## src/rtl/line_crossing_counter_core_macros.svh

```systemverilog
// ----------------------------------------------------------------------------
// line crossing counter assertion macros
// concurrent assertion wrappers, compiled out when ASSERT_OFF is defined
// ----------------------------------------------------------------------------
`ifndef LINE_CROSSING_COUNTER_CORE_MACROS_SVH
`define LINE_CROSSING_COUNTER_CORE_MACROS_SVH
`ifndef ASSERT_OFF
`define LCC_ASSERT(label, clk, rst, prop) \
   label: assert property (@(posedge clk) disable iff (rst) prop) \
      else $error("lcc assertion failed");
`define LCC_ASSERT_NEVER(label, clk, rst, prop) \
   label: assert property (@(posedge clk) disable iff (rst) !(prop)) \
      else $error("lcc forbidden condition seen");
`else
`define LCC_ASSERT(label, clk, rst, prop)
`define LCC_ASSERT_NEVER(label, clk, rst, prop)
`endif
`endif

```

## src/rtl/lcc_pkg.sv

```systemverilog
// ----------------------------------------------------------------------------
// lcc_pkg
// shared widths, codes and controller-datapath command types
// ----------------------------------------------------------------------------
package lcc_pkg;

   localparam int OBJECT_ID_W = 6;
   localparam int POS_W       = 16;
   localparam int MODE_W      = 2;
   localparam int DIR_W       = 2;
   localparam int COUNT_W     = 32;
   localparam int CSR_INDEX_W = 3;
   localparam int CSR_DATA_W  = 16;

   // signed multiplier operands, product and accumulator
   localparam int OPERAND_W = POS_W + 1;
   localparam int PROD_W    = 2 * OPERAND_W;
   localparam int ACC_W     = PROD_W + 2;

   localparam logic [CSR_INDEX_W-1:0] REG_LINE_START_X = 3'd0;
   localparam logic [CSR_INDEX_W-1:0] REG_LINE_START_Y = 3'd1;
   localparam logic [CSR_INDEX_W-1:0] REG_LINE_END_X   = 3'd2;
   localparam logic [CSR_INDEX_W-1:0] REG_LINE_END_Y   = 3'd3;
   localparam logic [CSR_INDEX_W-1:0] REG_COUNT_MODE   = 3'd4;

   localparam logic [POS_W-1:0]  RST_LINE_START_X = 16'd320;
   localparam logic [POS_W-1:0]  RST_LINE_START_Y = 16'd480;
   localparam logic [POS_W-1:0]  RST_LINE_END_X   = 16'd3840;
   localparam logic [POS_W-1:0]  RST_LINE_END_Y   = 16'd4320;
   localparam logic [MODE_W-1:0] RST_COUNT_MODE   = 2'd2;

   localparam logic [MODE_W-1:0] MODE_NEG_TO_POS = 2'd0;
   localparam logic [MODE_W-1:0] MODE_POS_TO_NEG = 2'd1;
   localparam logic [MODE_W-1:0] MODE_BOTH       = 2'd2;

   localparam logic [DIR_W-1:0] DIR_NONE       = 2'd0;
   localparam logic [DIR_W-1:0] DIR_NEG_TO_POS = 2'd1;
   localparam logic [DIR_W-1:0] DIR_POS_TO_NEG = 2'd2;

   typedef enum logic [1:0] {
      MUL_A_PX,
      MUL_B_PY,
      MUL_Y1_X2,
      MUL_X1_Y2
   } mul_sel_type;

   typedef struct packed {
      logic        accept;
      logic        clear_we;
      logic        mul_en;
      mul_sel_type mul_sel;
      logic        acc_clear;
      logic        acc_en;
      logic        update;
   } cmd_type;

   typedef struct packed {
      logic clear_last;
   } status_type;

endpackage

```

## src/rtl/lcc_ram.sv

```systemverilog
// ----------------------------------------------------------------------------
// lcc_ram
// generic single write port, single read port ram with registered read
// ----------------------------------------------------------------------------
module lcc_ram #(
   parameter int WIDTH = 8,
   parameter int DEPTH = 64,
   localparam int ADDR_W = (DEPTH > 1) ? $clog2(DEPTH) : 1
) (
   input  logic              clock,
   input  logic              wr_en,
   input  logic [ADDR_W-1:0] wr_addr,
   input  logic [WIDTH-1:0]  wr_data,
   input  logic              rd_en,
   input  logic [ADDR_W-1:0] rd_addr,
   output logic [WIDTH-1:0]  rd_data
);

   logic [WIDTH-1:0] mem_ff [DEPTH];
   logic [WIDTH-1:0] rd_data_ff;

   always_ff @(posedge clock) begin
      if (wr_en) begin
         mem_ff[wr_addr] <= wr_data;
      end
      if (rd_en) begin
         rd_data_ff <= mem_ff[rd_addr];
      end
   end

   assign rd_data = rd_data_ff;

endmodule

```

## src/rtl/lcc_ctrl.sv

```systemverilog
// ----------------------------------------------------------------------------
// lcc_ctrl
// sequencer: reset clear pass, four multiply steps, accumulate, update, strobe
// ----------------------------------------------------------------------------
module lcc_ctrl (
   input  logic                clock,
   input  logic                reset,
   input  logic                start,
   output logic                busy,
   output logic                rsp_strobe,
   output lcc_pkg::cmd_type    cmd,
   input  lcc_pkg::status_type status
);

   typedef enum logic [2:0] {
      ST_CLEAR,
      ST_IDLE,
      ST_MUL0,
      ST_MUL1,
      ST_MUL2,
      ST_MUL3,
      ST_ACC,
      ST_UPDATE
   } state_type;

   state_type state_ff;
   state_type state_in;
   logic      busy_ff;
   logic      strobe_ff;

   always_comb begin
      state_in = state_ff;
      unique case (state_ff)
         ST_CLEAR: begin
            if (status.clear_last) begin
               state_in = ST_IDLE;
            end
         end
         ST_IDLE: begin
            if (start) begin
               state_in = ST_MUL0;
            end
         end
         ST_MUL0:   state_in = ST_MUL1;
         ST_MUL1:   state_in = ST_MUL2;
         ST_MUL2:   state_in = ST_MUL3;
         ST_MUL3:   state_in = ST_ACC;
         ST_ACC:    state_in = ST_UPDATE;
         ST_UPDATE: state_in = ST_IDLE;
         default:   state_in = ST_IDLE;
      endcase
   end

   always_ff @(posedge clock) begin
      if (reset) begin
         state_ff  <= ST_CLEAR;
         busy_ff   <= 1'b1;
         strobe_ff <= 1'b0;
      end else begin
         state_ff  <= state_in;
         busy_ff   <= (state_in != ST_IDLE);
         strobe_ff <= (state_ff == ST_UPDATE);
      end
   end

   always_comb begin
      cmd           = '0;
      cmd.mul_sel   = lcc_pkg::MUL_A_PX;
      cmd.accept    = start && !busy_ff;
      unique case (state_ff)
         ST_CLEAR: cmd.clear_we = 1'b1;
         ST_MUL0: begin
            cmd.mul_en    = 1'b1;
            cmd.mul_sel   = lcc_pkg::MUL_A_PX;
            cmd.acc_clear = 1'b1;
         end
         ST_MUL1: begin
            cmd.mul_en  = 1'b1;
            cmd.mul_sel = lcc_pkg::MUL_B_PY;
            cmd.acc_en  = 1'b1;
         end
         ST_MUL2: begin
            cmd.mul_en  = 1'b1;
            cmd.mul_sel = lcc_pkg::MUL_Y1_X2;
            cmd.acc_en  = 1'b1;
         end
         ST_MUL3: begin
            cmd.mul_en  = 1'b1;
            cmd.mul_sel = lcc_pkg::MUL_X1_Y2;
            cmd.acc_en  = 1'b1;
         end
         ST_ACC:    cmd.acc_en = 1'b1;
         ST_UPDATE: cmd.update = 1'b1;
         default:   cmd.update = 1'b0;
      endcase
   end

   assign busy       = busy_ff;
   assign rsp_strobe = strobe_ff;

endmodule

```

## src/rtl/lcc_datapath.sv

```systemverilog
// ----------------------------------------------------------------------------
// lcc_datapath
// line registers, shared side-of-line multiplier, per-id history and counters
// ----------------------------------------------------------------------------
module lcc_datapath #(
   parameter int MAX_OBJECTS   = 64,
   parameter int HISTORY_DEPTH = 6
) (
   input  logic                                 clock,
   input  logic                                 reset,
   input  lcc_pkg::cmd_type                     cmd,
   output lcc_pkg::status_type                  status,
   input  logic                                 csr_write_enable,
   input  logic [lcc_pkg::CSR_INDEX_W-1:0]      csr_index,
   input  logic [lcc_pkg::CSR_DATA_W-1:0]       csr_write_data,
   input  logic [lcc_pkg::OBJECT_ID_W-1:0]      req_object_id,
   input  logic [lcc_pkg::POS_W-1:0]            req_pos_x,
   input  logic [lcc_pkg::POS_W-1:0]            req_pos_y,
   output logic [lcc_pkg::DIR_W-1:0]            rsp_direction,
   output logic                                 rsp_counted,
   output logic                                 rsp_was_ignored,
   output logic [lcc_pkg::COUNT_W-1:0]          rsp_total_neg_to_pos,
   output logic [lcc_pkg::COUNT_W-1:0]          rsp_total_pos_to_neg
);

   localparam int IDX_W      = (MAX_OBJECTS > 1) ? $clog2(MAX_OBJECTS) : 1;
   localparam int ID_COUNT   = 2 ** lcc_pkg::OBJECT_ID_W;
   localparam int LEN_W      = $clog2(HISTORY_DEPTH + 1);
   localparam int HIST_IDX_W = $clog2(HISTORY_DEPTH);
   localparam int STATE_W    = LEN_W + 1;
   localparam int OP_W       = lcc_pkg::OPERAND_W;
   localparam int PROD_W     = lcc_pkg::PROD_W;
   localparam int ACC_W      = lcc_pkg::ACC_W;

   // id to entry map, wrapping at MAX_OBJECTS
   function automatic logic [ID_COUNT*IDX_W-1:0] build_id_map();
      logic [ID_COUNT*IDX_W-1:0] map;
      int unsigned               r;
      map = '0;
      r   = 0;
      for (int i = 0; i < ID_COUNT; i++) begin
         map[i*IDX_W +: IDX_W] = IDX_W'(r);
         if (r + 1 >= MAX_OBJECTS) begin
            r = 0;
         end else begin
            r = r + 1;
         end
      end
      return map;
   endfunction

   localparam logic [ID_COUNT*IDX_W-1:0] ID_MAP = build_id_map();

   logic [lcc_pkg::POS_W-1:0]   line_start_x_ff;
   logic [lcc_pkg::POS_W-1:0]   line_start_y_ff;
   logic [lcc_pkg::POS_W-1:0]   line_end_x_ff;
   logic [lcc_pkg::POS_W-1:0]   line_end_y_ff;
   logic [lcc_pkg::MODE_W-1:0]  count_mode_ff;

   logic [lcc_pkg::POS_W-1:0]   pos_x_ff;
   logic [lcc_pkg::POS_W-1:0]   pos_y_ff;
   logic [IDX_W-1:0]            id_ff;
   logic [IDX_W-1:0]            rd_id;

   logic signed [OP_W-1:0]      coef_a;
   logic signed [OP_W-1:0]      coef_b;
   logic signed [OP_W-1:0]      op_a;
   logic signed [OP_W-1:0]      op_b;
   logic signed [PROD_W-1:0]    prod_in;
   logic signed [PROD_W-1:0]    prod_ff;
   logic signed [ACC_W-1:0]     acc_ff;
   logic                        side_pos;

   logic [IDX_W-1:0]            clear_cnt_ff;

   logic [HISTORY_DEPTH-1:0]    hist_rd;
   logic [STATE_W-1:0]          state_rd;
   logic                        ign_rd;
   logic [LEN_W-1:0]            len_rd;
   logic [HISTORY_DEPTH-1:0]    hist_new;
   logic [LEN_W-1:0]            len_new;
   logic [LEN_W-1:0]            len_m1;
   logic                        oldest;
   logic                        found;
   logic                        count_n2p;
   logic                        count_p2n;
   logic                        counted;
   logic [LEN_W-1:0]            len_wr;

   logic                        hist_we;
   logic [HISTORY_DEPTH-1:0]    hist_wr_data;
   logic                        state_we;
   logic [IDX_W-1:0]            state_wr_addr;
   logic [STATE_W-1:0]          state_wr_data;

   logic [lcc_pkg::COUNT_W-1:0] n2p_ff;
   logic [lcc_pkg::COUNT_W-1:0] p2n_ff;
   logic [lcc_pkg::DIR_W-1:0]   dir_in;
   logic [lcc_pkg::DIR_W-1:0]   rsp_direction_ff;
   logic                        rsp_counted_ff;
   logic                        rsp_was_ignored_ff;

   // configuration
   always_ff @(posedge clock) begin
      if (reset) begin
         line_start_x_ff <= lcc_pkg::RST_LINE_START_X;
         line_start_y_ff <= lcc_pkg::RST_LINE_START_Y;
         line_end_x_ff   <= lcc_pkg::RST_LINE_END_X;
         line_end_y_ff   <= lcc_pkg::RST_LINE_END_Y;
         count_mode_ff   <= lcc_pkg::RST_COUNT_MODE;
      end else if (csr_write_enable) begin
         unique case (csr_index)
            lcc_pkg::REG_LINE_START_X: line_start_x_ff <= csr_write_data;
            lcc_pkg::REG_LINE_START_Y: line_start_y_ff <= csr_write_data;
            lcc_pkg::REG_LINE_END_X:   line_end_x_ff   <= csr_write_data;
            lcc_pkg::REG_LINE_END_Y:   line_end_y_ff   <= csr_write_data;
            lcc_pkg::REG_COUNT_MODE:
               count_mode_ff <= csr_write_data[lcc_pkg::MODE_W-1:0];
            default: count_mode_ff <= count_mode_ff;
         endcase
      end
   end

   // request capture
   assign rd_id = ID_MAP[int'(req_object_id)*IDX_W +: IDX_W];

   always_ff @(posedge clock) begin
      if (cmd.accept) begin
         pos_x_ff <= req_pos_x;
         pos_y_ff <= req_pos_y;
         id_ff    <= rd_id;
      end
   end

   // side of line: a*x + b*y + (y1*x2 - x1*y2)
   assign coef_a = $signed({1'b0, line_end_y_ff}) - $signed({1'b0, line_start_y_ff});
   assign coef_b = $signed({1'b0, line_start_x_ff}) - $signed({1'b0, line_end_x_ff});

   always_comb begin
      unique case (cmd.mul_sel)
         lcc_pkg::MUL_A_PX: begin
            op_a = coef_a;
            op_b = $signed({1'b0, pos_x_ff});
         end
         lcc_pkg::MUL_B_PY: begin
            op_a = coef_b;
            op_b = $signed({1'b0, pos_y_ff});
         end
         lcc_pkg::MUL_Y1_X2: begin
            op_a = $signed({1'b0, line_start_y_ff});
            op_b = $signed({1'b0, line_end_x_ff});
         end
         lcc_pkg::MUL_X1_Y2: begin
            op_a = -$signed({1'b0, line_start_x_ff});
            op_b = $signed({1'b0, line_end_y_ff});
         end
         default: begin
            op_a = '0;
            op_b = '0;
         end
      endcase
   end

   assign prod_in = PROD_W'(op_a) * PROD_W'(op_b);

   always_ff @(posedge clock) begin
      if (cmd.mul_en) begin
         prod_ff <= prod_in;
      end
      if (cmd.acc_clear) begin
         acc_ff <= '0;
      end else if (cmd.acc_en) begin
         acc_ff <= acc_ff + {{(ACC_W-PROD_W){prod_ff[PROD_W-1]}}, prod_ff};
      end
   end

   // zero counts as negative
   assign side_pos = !acc_ff[ACC_W-1] && (acc_ff != '0);

   // clearing pass counter
   always_ff @(posedge clock) begin
      if (reset) begin
         clear_cnt_ff <= '0;
      end else if (cmd.clear_we) begin
         clear_cnt_ff <= clear_cnt_ff + IDX_W'(1);
      end
   end

   assign status.clear_last = (clear_cnt_ff == IDX_W'(MAX_OBJECTS - 1));

   // per-id stores
   lcc_ram #(
      .WIDTH (HISTORY_DEPTH),
      .DEPTH (MAX_OBJECTS)
   ) u_hist_ram (
      .clock   (clock),
      .wr_en   (hist_we),
      .wr_addr (id_ff),
      .wr_data (hist_wr_data),
      .rd_en   (cmd.accept),
      .rd_addr (rd_id),
      .rd_data (hist_rd)
   );

   lcc_ram #(
      .WIDTH (STATE_W),
      .DEPTH (MAX_OBJECTS)
   ) u_state_ram (
      .clock   (clock),
      .wr_en   (state_we),
      .wr_addr (state_wr_addr),
      .wr_data (state_wr_data),
      .rd_en   (cmd.accept),
      .rd_addr (rd_id),
      .rd_data (state_rd)
   );

   // history update and crossing decision
   assign {ign_rd, len_rd} = state_rd;
   assign hist_new = {hist_rd[HISTORY_DEPTH-2:0], side_pos};
   assign len_new  = (len_rd < LEN_W'(HISTORY_DEPTH)) ? len_rd + LEN_W'(1) : len_rd;
   assign len_m1   = len_new - LEN_W'(1);
   assign oldest   = hist_new[len_m1[HIST_IDX_W-1:0]];
   assign found    = (len_new >= LEN_W'(2)) && (oldest != side_pos);

   assign count_n2p = !ign_rd && found && !oldest &&
                      ((count_mode_ff == lcc_pkg::MODE_NEG_TO_POS) ||
                       (count_mode_ff == lcc_pkg::MODE_BOTH));
   assign count_p2n = !ign_rd && found && oldest &&
                      ((count_mode_ff == lcc_pkg::MODE_POS_TO_NEG) ||
                       (count_mode_ff == lcc_pkg::MODE_BOTH));
   assign counted   = count_n2p || count_p2n;
   assign len_wr    = counted ? '0 : len_new;

   always_comb begin
      priority if (ign_rd || !found) begin
         dir_in = lcc_pkg::DIR_NONE;
      end else if (!oldest) begin
         dir_in = lcc_pkg::DIR_NEG_TO_POS;
      end else begin
         dir_in = lcc_pkg::DIR_POS_TO_NEG;
      end
   end

   assign hist_we       = cmd.update && !ign_rd;
   assign hist_wr_data  = counted ? '0 : hist_new;
   assign state_we      = cmd.clear_we || (cmd.update && !ign_rd);
   assign state_wr_addr = cmd.clear_we ? clear_cnt_ff : id_ff;
   assign state_wr_data = cmd.clear_we ? '0 : {counted, len_wr};

   // totals
   always_ff @(posedge clock) begin
      if (reset) begin
         n2p_ff <= '0;
         p2n_ff <= '0;
      end else if (cmd.update) begin
         if (count_n2p) begin
            n2p_ff <= n2p_ff + lcc_pkg::COUNT_W'(1);
         end
         if (count_p2n) begin
            p2n_ff <= p2n_ff + lcc_pkg::COUNT_W'(1);
         end
      end
   end

   // response
   always_ff @(posedge clock) begin
      if (cmd.update) begin
         rsp_direction_ff   <= dir_in;
         rsp_counted_ff     <= counted;
         rsp_was_ignored_ff <= ign_rd;
      end
   end

   assign rsp_direction        = rsp_direction_ff;
   assign rsp_counted          = rsp_counted_ff;
   assign rsp_was_ignored      = rsp_was_ignored_ff;
   assign rsp_total_neg_to_pos = n2p_ff;
   assign rsp_total_pos_to_neg = p2n_ff;

endmodule

```

## src/rtl/line_crossing_counter_core.sv

```systemverilog
// ----------------------------------------------------------------------------
// line_crossing_counter_core
// a request steps through four multiply states, then accumulate and update
// no new request is taken while busy, as the single shared multiplier
//    steps through four products and the per-id read-modify-write
// reset: busy stays high for a clearing pass over every per-id state entry
// rsp_strobe is high for one cycle per request; the receiver cannot stall
// ----------------------------------------------------------------------------
`include "line_crossing_counter_core_macros.svh"

module line_crossing_counter_core #(
   parameter int MAX_OBJECTS   = 64,
   parameter int HISTORY_DEPTH = 6
) (
   input  logic                            clock,
   input  logic                            reset,
   input  logic                            start,
   output logic                            busy,
   input  logic [lcc_pkg::OBJECT_ID_W-1:0] req_object_id,
   input  logic [lcc_pkg::POS_W-1:0]       req_pos_x,
   input  logic [lcc_pkg::POS_W-1:0]       req_pos_y,
   output logic                            rsp_strobe,
   output logic [lcc_pkg::DIR_W-1:0]       rsp_direction,
   output logic                            rsp_counted,
   output logic                            rsp_was_ignored,
   output logic [lcc_pkg::COUNT_W-1:0]     rsp_total_neg_to_pos,
   output logic [lcc_pkg::COUNT_W-1:0]     rsp_total_pos_to_neg,
   input  logic                            csr_write_enable,
   input  logic [lcc_pkg::CSR_INDEX_W-1:0] csr_index,
   input  logic [lcc_pkg::CSR_DATA_W-1:0]  csr_write_data
);

   lcc_pkg::cmd_type    cmd;
   lcc_pkg::status_type status;

   lcc_ctrl u_ctrl (
      .clock      (clock),
      .reset      (reset),
      .start      (start),
      .busy       (busy),
      .rsp_strobe (rsp_strobe),
      .cmd        (cmd),
      .status     (status)
   );

   lcc_datapath #(
      .MAX_OBJECTS   (MAX_OBJECTS),
      .HISTORY_DEPTH (HISTORY_DEPTH)
   ) u_datapath (
      .clock                (clock),
      .reset                (reset),
      .cmd                  (cmd),
      .status               (status),
      .csr_write_enable     (csr_write_enable),
      .csr_index            (csr_index),
      .csr_write_data       (csr_write_data),
      .req_object_id        (req_object_id),
      .req_pos_x            (req_pos_x),
      .req_pos_y            (req_pos_y),
      .rsp_direction        (rsp_direction),
      .rsp_counted          (rsp_counted),
      .rsp_was_ignored      (rsp_was_ignored),
      .rsp_total_neg_to_pos (rsp_total_neg_to_pos),
      .rsp_total_pos_to_neg (rsp_total_pos_to_neg)
   );

   `LCC_ASSERT(a_accept_then_busy, clock, reset, start && !busy |=> busy)
   `LCC_ASSERT(a_accept_to_strobe, clock, reset, start && !busy |-> ##7 rsp_strobe)
   `LCC_ASSERT(a_strobe_single, clock, reset, rsp_strobe |=> !rsp_strobe)
   `LCC_ASSERT(a_strobe_idle, clock, reset, rsp_strobe |-> !busy)
   `LCC_ASSERT_NEVER(a_counted_no_dir, clock, reset,
      rsp_strobe && rsp_counted && (rsp_direction == lcc_pkg::DIR_NONE))
   `LCC_ASSERT_NEVER(a_ignored_counted, clock, reset,
      rsp_strobe && rsp_was_ignored && rsp_counted)

endmodule
```

## config.mk

```make
export PLATFORM = sky130hd
export DESIGN_NAME = line_crossing_counter_core
export DESIGN_NICKNAME = d
export VERILOG_FILES = /design/src/rtl/lcc_pkg.sv /design/src/rtl/lcc_ram.sv /design/src/rtl/lcc_ctrl.sv /design/src/rtl/lcc_datapath.sv /design/src/rtl/line_crossing_counter_core.sv
export VERILOG_INCLUDE_DIRS = /design/src /design/src/rtl
export SDC_FILE = /design/constraint.sdc
export NUM_CORES = 2
export LEC_CHECK = 0
export ABC_CLOCK_PERIOD_IN_PS = 8700
export BUFFER_PORTS_ARGS = -buffer_cell sky130_fd_sc_hd__buf_2
export CORE_MARGIN = 1.5
export CORE_UTILIZATION = 50
export CTS_BUF_LIST = sky130_fd_sc_hd__clkbuf_4
export CTS_CLUSTER_SIZE = 8
export DETAILED_ROUTE_END_ITERATION = 10
export PLACE_DENSITY = 0.78
export SLEW_MARGIN = 15
export SYNTH_ARGS = -nofsm -noshare
export SYNTH_HDL_FRONTEND = slang
export SYNTH_SLANG_ARGS = --single-unit
```

## constraint.sdc

```tcl
create_clock -name clock -period 8.7 [get_ports clock]
set_clock_uncertainty 0.1 [all_clocks]
set_input_delay 2.61 -clock clock [delete_from_list [all_inputs] [get_ports clock]]
set_output_delay 2.61 -clock clock [all_outputs]
set_load 0.005 [all_outputs]
```

==> out/metrics.yaml <==
placed_design:
  portBuffers: 130
  place_inst: 5133
  dpl-instance-area_mm2: 0.0496
  dp_hpwl_mm: 83.4
  place_ws_ps: 39.1
  routabilityCongestion: 0.965
sta:
  setup_viol: 0
  min_period_ps: 8360
  hold_viol_final: 0
  whs_ps: 360
  slew_headroom_pct: 24.0
  tightest_slew_ps: 1140
  setup_slack_ps: 344
  fin_crit_sh_pct: 96.0
  drv_slew: 0
  fmax_mhz: 120
detailed_routing:
  drt_iter0_drc: 3368
  ant_nets: 0
  viasPerCell: 5.77
  avgRoutedWirePerCell_um: 21.6
  first_pass_iters: 8
  drc_errors: 0
  wl_mm: 119
  num_vias: 31736
die:
  core-area_mm2: 0.0935
  ios: 131
  die_h_um: 310
  dieWidth_um: 310
  dieArea_mm2: 0.0962
  start_util_pct: 50.5
  rows: 112
min_path:
  min_from: "u_datapath.line_start_y_ff[15]$_SDFFE_PP0P_"
  hold_class: "register to register"
clocking:
  clockBufferDepth: 3
  cts_root_buf: "clkbuf_4"
  numCtsBuffers: 197
  insertion_delay_ps: 1080
  clkSlewWorstSetupHoldPaths_ps: 70
  cts_tree: "done"
  cts_num_sinks: 838
  h-tree-depth: 4
  cts_hold_buf: 0
synth:
  syn_inst: 3809
  synth-seq-area-share_pct: 49.6
  synth_fp_nets: 4315
  synth_seq_cells: 838
  yosysTopAreaCellShare_pct: 42.1
  synth_area_leaders: "edfxtp_1 42%, fa_1 12%, mux4_2 9.0%, dfxtp_1 7.5%, ha_1 4.3%"
  synth_ff_type: "edfxtp_1"
  yosys.cell_types.count: 88
  async_reset_ff_share_pct: 0
  yosys.area.top_type: "edfxtp_1"
  yosys_warnings: 0
  synth_area_per_cell_um2: 12.4
  synth_edf_count: 661
  synthesis.area_mm2: 0.0472
worst_setup_path:
  slowest_delay_ps: 580
  r2r_slack_ps: 340
  regToRegStartpoint: "u_datapath.line_end_y_ff[0]$_SDFFE_PP0P_"
  crit_path_end_kind: "register"
  critPathSlowestCell: "fa_1"
  worstSetupPathType: "register to register"
  startpoint: "u_datapath.line_end_y_ff[0]$_SDFFE_PP0P_"
  crit_path_start_kind: "register"
  arrival_ps: 9060
  cp_common_cell: "fa_1"
  required_ps: 9400
  crit_fanout: 4
pwr:
  power_density_mw_per_mm2: 354
  seqPwrFrac_pct: 26.9
  combPwrFrac_pct: 55.7
  clkPwrFrac_pct: 17.4
  power.internal_mw: 10.9
  power.switching_mw: 7.59
  ir_worst_vdd_mv: 0.739
  sw_frac_of_total_pct: 41.0
  power_mw: 18.5
  leakage_nw: 20.3
layout:
  final_layout_size_suffix_gt1_share_pct: 19.1
  fin_cells: 5498
  nets: 4585
  nFillCells: 7547
  multiInputGateArea_mm2: 0.0219
  ff_latch_area_mm2: 0.0234
  syn2layout_area_growth_pct: 11.0
  fin_area_mm2: 0.0523
grt:
  antenna_found_initial: 6
  grt_usage_pct: 25.4
  gr-total-overflow: 0
  grt_pass1_vias: 32504
  grt_max_degree: 96
  grt_pass1_wl_mm: 186
outcome:
  status: "completed"
job:
  drv_cap: 0
[worst paths after layout]
path / endpoint / depth (start not counted)
max: u_datapath.prod_ff[25]$_DFFE_PP_ / 33
min: u_datapath.line_start_y_ff[15]$_SDFFE_PP0P_ / 2
max reg2reg: u_datapath.prod_ff[25]$_DFFE_PP_ / 33
min reg2reg: u_datapath.line_start_y_ff[15]$_SDFFE_PP0P_ / 2
[power by group through the flow]
stage	registers [mW]	logic [mW]	clock network [mW]
2_1_floorplan	5.05	7.54	0
3_3_place_gp	5.07	9.81	0
3_5_place_dp	5.08	9.81	0
4_1_cts	4.99	10.1	3.27
5_1_grt	5.00	11.6	3.46
6_report	4.99	10.3	3.22
[metrics by stage]
step / util (%) / TNS (ps)
after detailed placement: 53.1 / 0
after CTS: 55.8 / 0
final: 56.0 / 0
after floorplan: - / 0
after global placement: 53.1 / 0
after global routing: 56.0 / -46.5
[timing repair]
| action | CTS | global route |
|---|---|---|
| gates resized for setup | 1 | 42 |
| buffers inserted | 0 | 1 |
| cloned | 0 | 0 |
| endpoints found under the setup margin | 2 | 12 |
| pin swaps | 0 | 7 |
[cell type report]
| type | count | share of cell area [%] |
|---|---|---|
| tap | 1254 | 3.00 |
| sequential | 838 | 44.7 |
| clock inverter | 80 | 0.918 |
| multi-input combinational | 2409 | 41.9 |
| inverter | 417 | 2.99 |
| timing repair buffer | 216 | 2.53 |
| clock buffer | 276 | 3.96 |
| antenna | 8 | 0.0382 |
[critical path, delay by kind of cell, from the launching register on]
| kind | cells | cell delay [ps] |
|---|---|---|
| xor gates and xnor gates | 2 | 160 |
| buffers and inverters | 6 | 340 |
| and+or+nand+nor | 6 | 1160 |
| DFF | 1 | 350 |
| AOI/OAI and AO/OA | 10 | 1950 |
| adders and majority gates | 9 | 4070 |
[cells in the final DEF, fill, tap and decap left out, types with 9 or more instances in the layout]
cell type	Yosys	final
a211oi_1	12	9
a21o_1	39	39
a21oi_1	154	152
a221o_1	11	11
and2_1	16	12
and3_1	21	21
buf_2	14	127
buf_4	3	85
clkbuf_4	0	276
clkinv_1	0	51
clkinv_2	0	13
dfxtp_1	177	175
edfxtp_1	661	661
fa_1	282	281
ha_1	163	163
inv_1	417	417
mux2i_1	32	32
mux4_2	189	189
nand2_1	357	357
nand2b_1	60	60
nand3_1	83	83
nand4_1	17	17
nor2_1	449	437
nor2b_1	27	26
nor3_1	50	43
nor3_2	2	9
nor4_1	13	13
o211ai_1	16	16
o21a_1	17	16
o21ai_0	70	64
or2_2	12	12
or3_1	21	20
xnor2_1	74	74
xor2_1	82	81
[flip-flops by register name, indices dropped and copies added, names as in the netlist, 32 cells and up]
signal and flops:
u_datapath.rsp_total_pos_to_neg 32, u_datapath.acc_ff 36, u_datapath.u_hist_ram.mem_ff 320, u_datapath.u_state_ram.mem_ff 256, u_datapath.prod_ff 34, u_datapath.rsp_total_neg_to_pos 32
[cell usage after synthesis (all sizes together), types with 21 or more instances]
cell,n
ha,163
edfxtp,661
nand3,83
and3,21
mux4,189
clkbuf,111
nor2,451
dfxtp,177
nand2b,60
nor3,54
buf,34
nand2,357
o21ai,75
xnor2,74
inv,417
nor2b,27
mux2i,32
fa,282
xor2,82
or3,21
a21oi,154
a21o,39
[routing by layer]
layer / vias to the layer above / GRT usage (%) / wire length [um]
met1: 15718 / 33.9 / 46800
met5: - / 0 / 0
met2: 1713 / 39.9 / 56100
met3: 294 / 6.55 / 11900
li1: 14011 / - / -
met4: 0 / 10.3 / 4270
[cells by family after synthesis]
logic type                 synth area share, %
and+or+nand+nor                           11.1
DFF                                       49.6
buffers and inverters                     4.55
adders and majority gates                 16.3
AOI/OAI and AO/OA                         5.81
muxes                                     9.73
xor gates and xnor gates                  2.90
No activity file was read; power rests on OpenSTA's default activity.
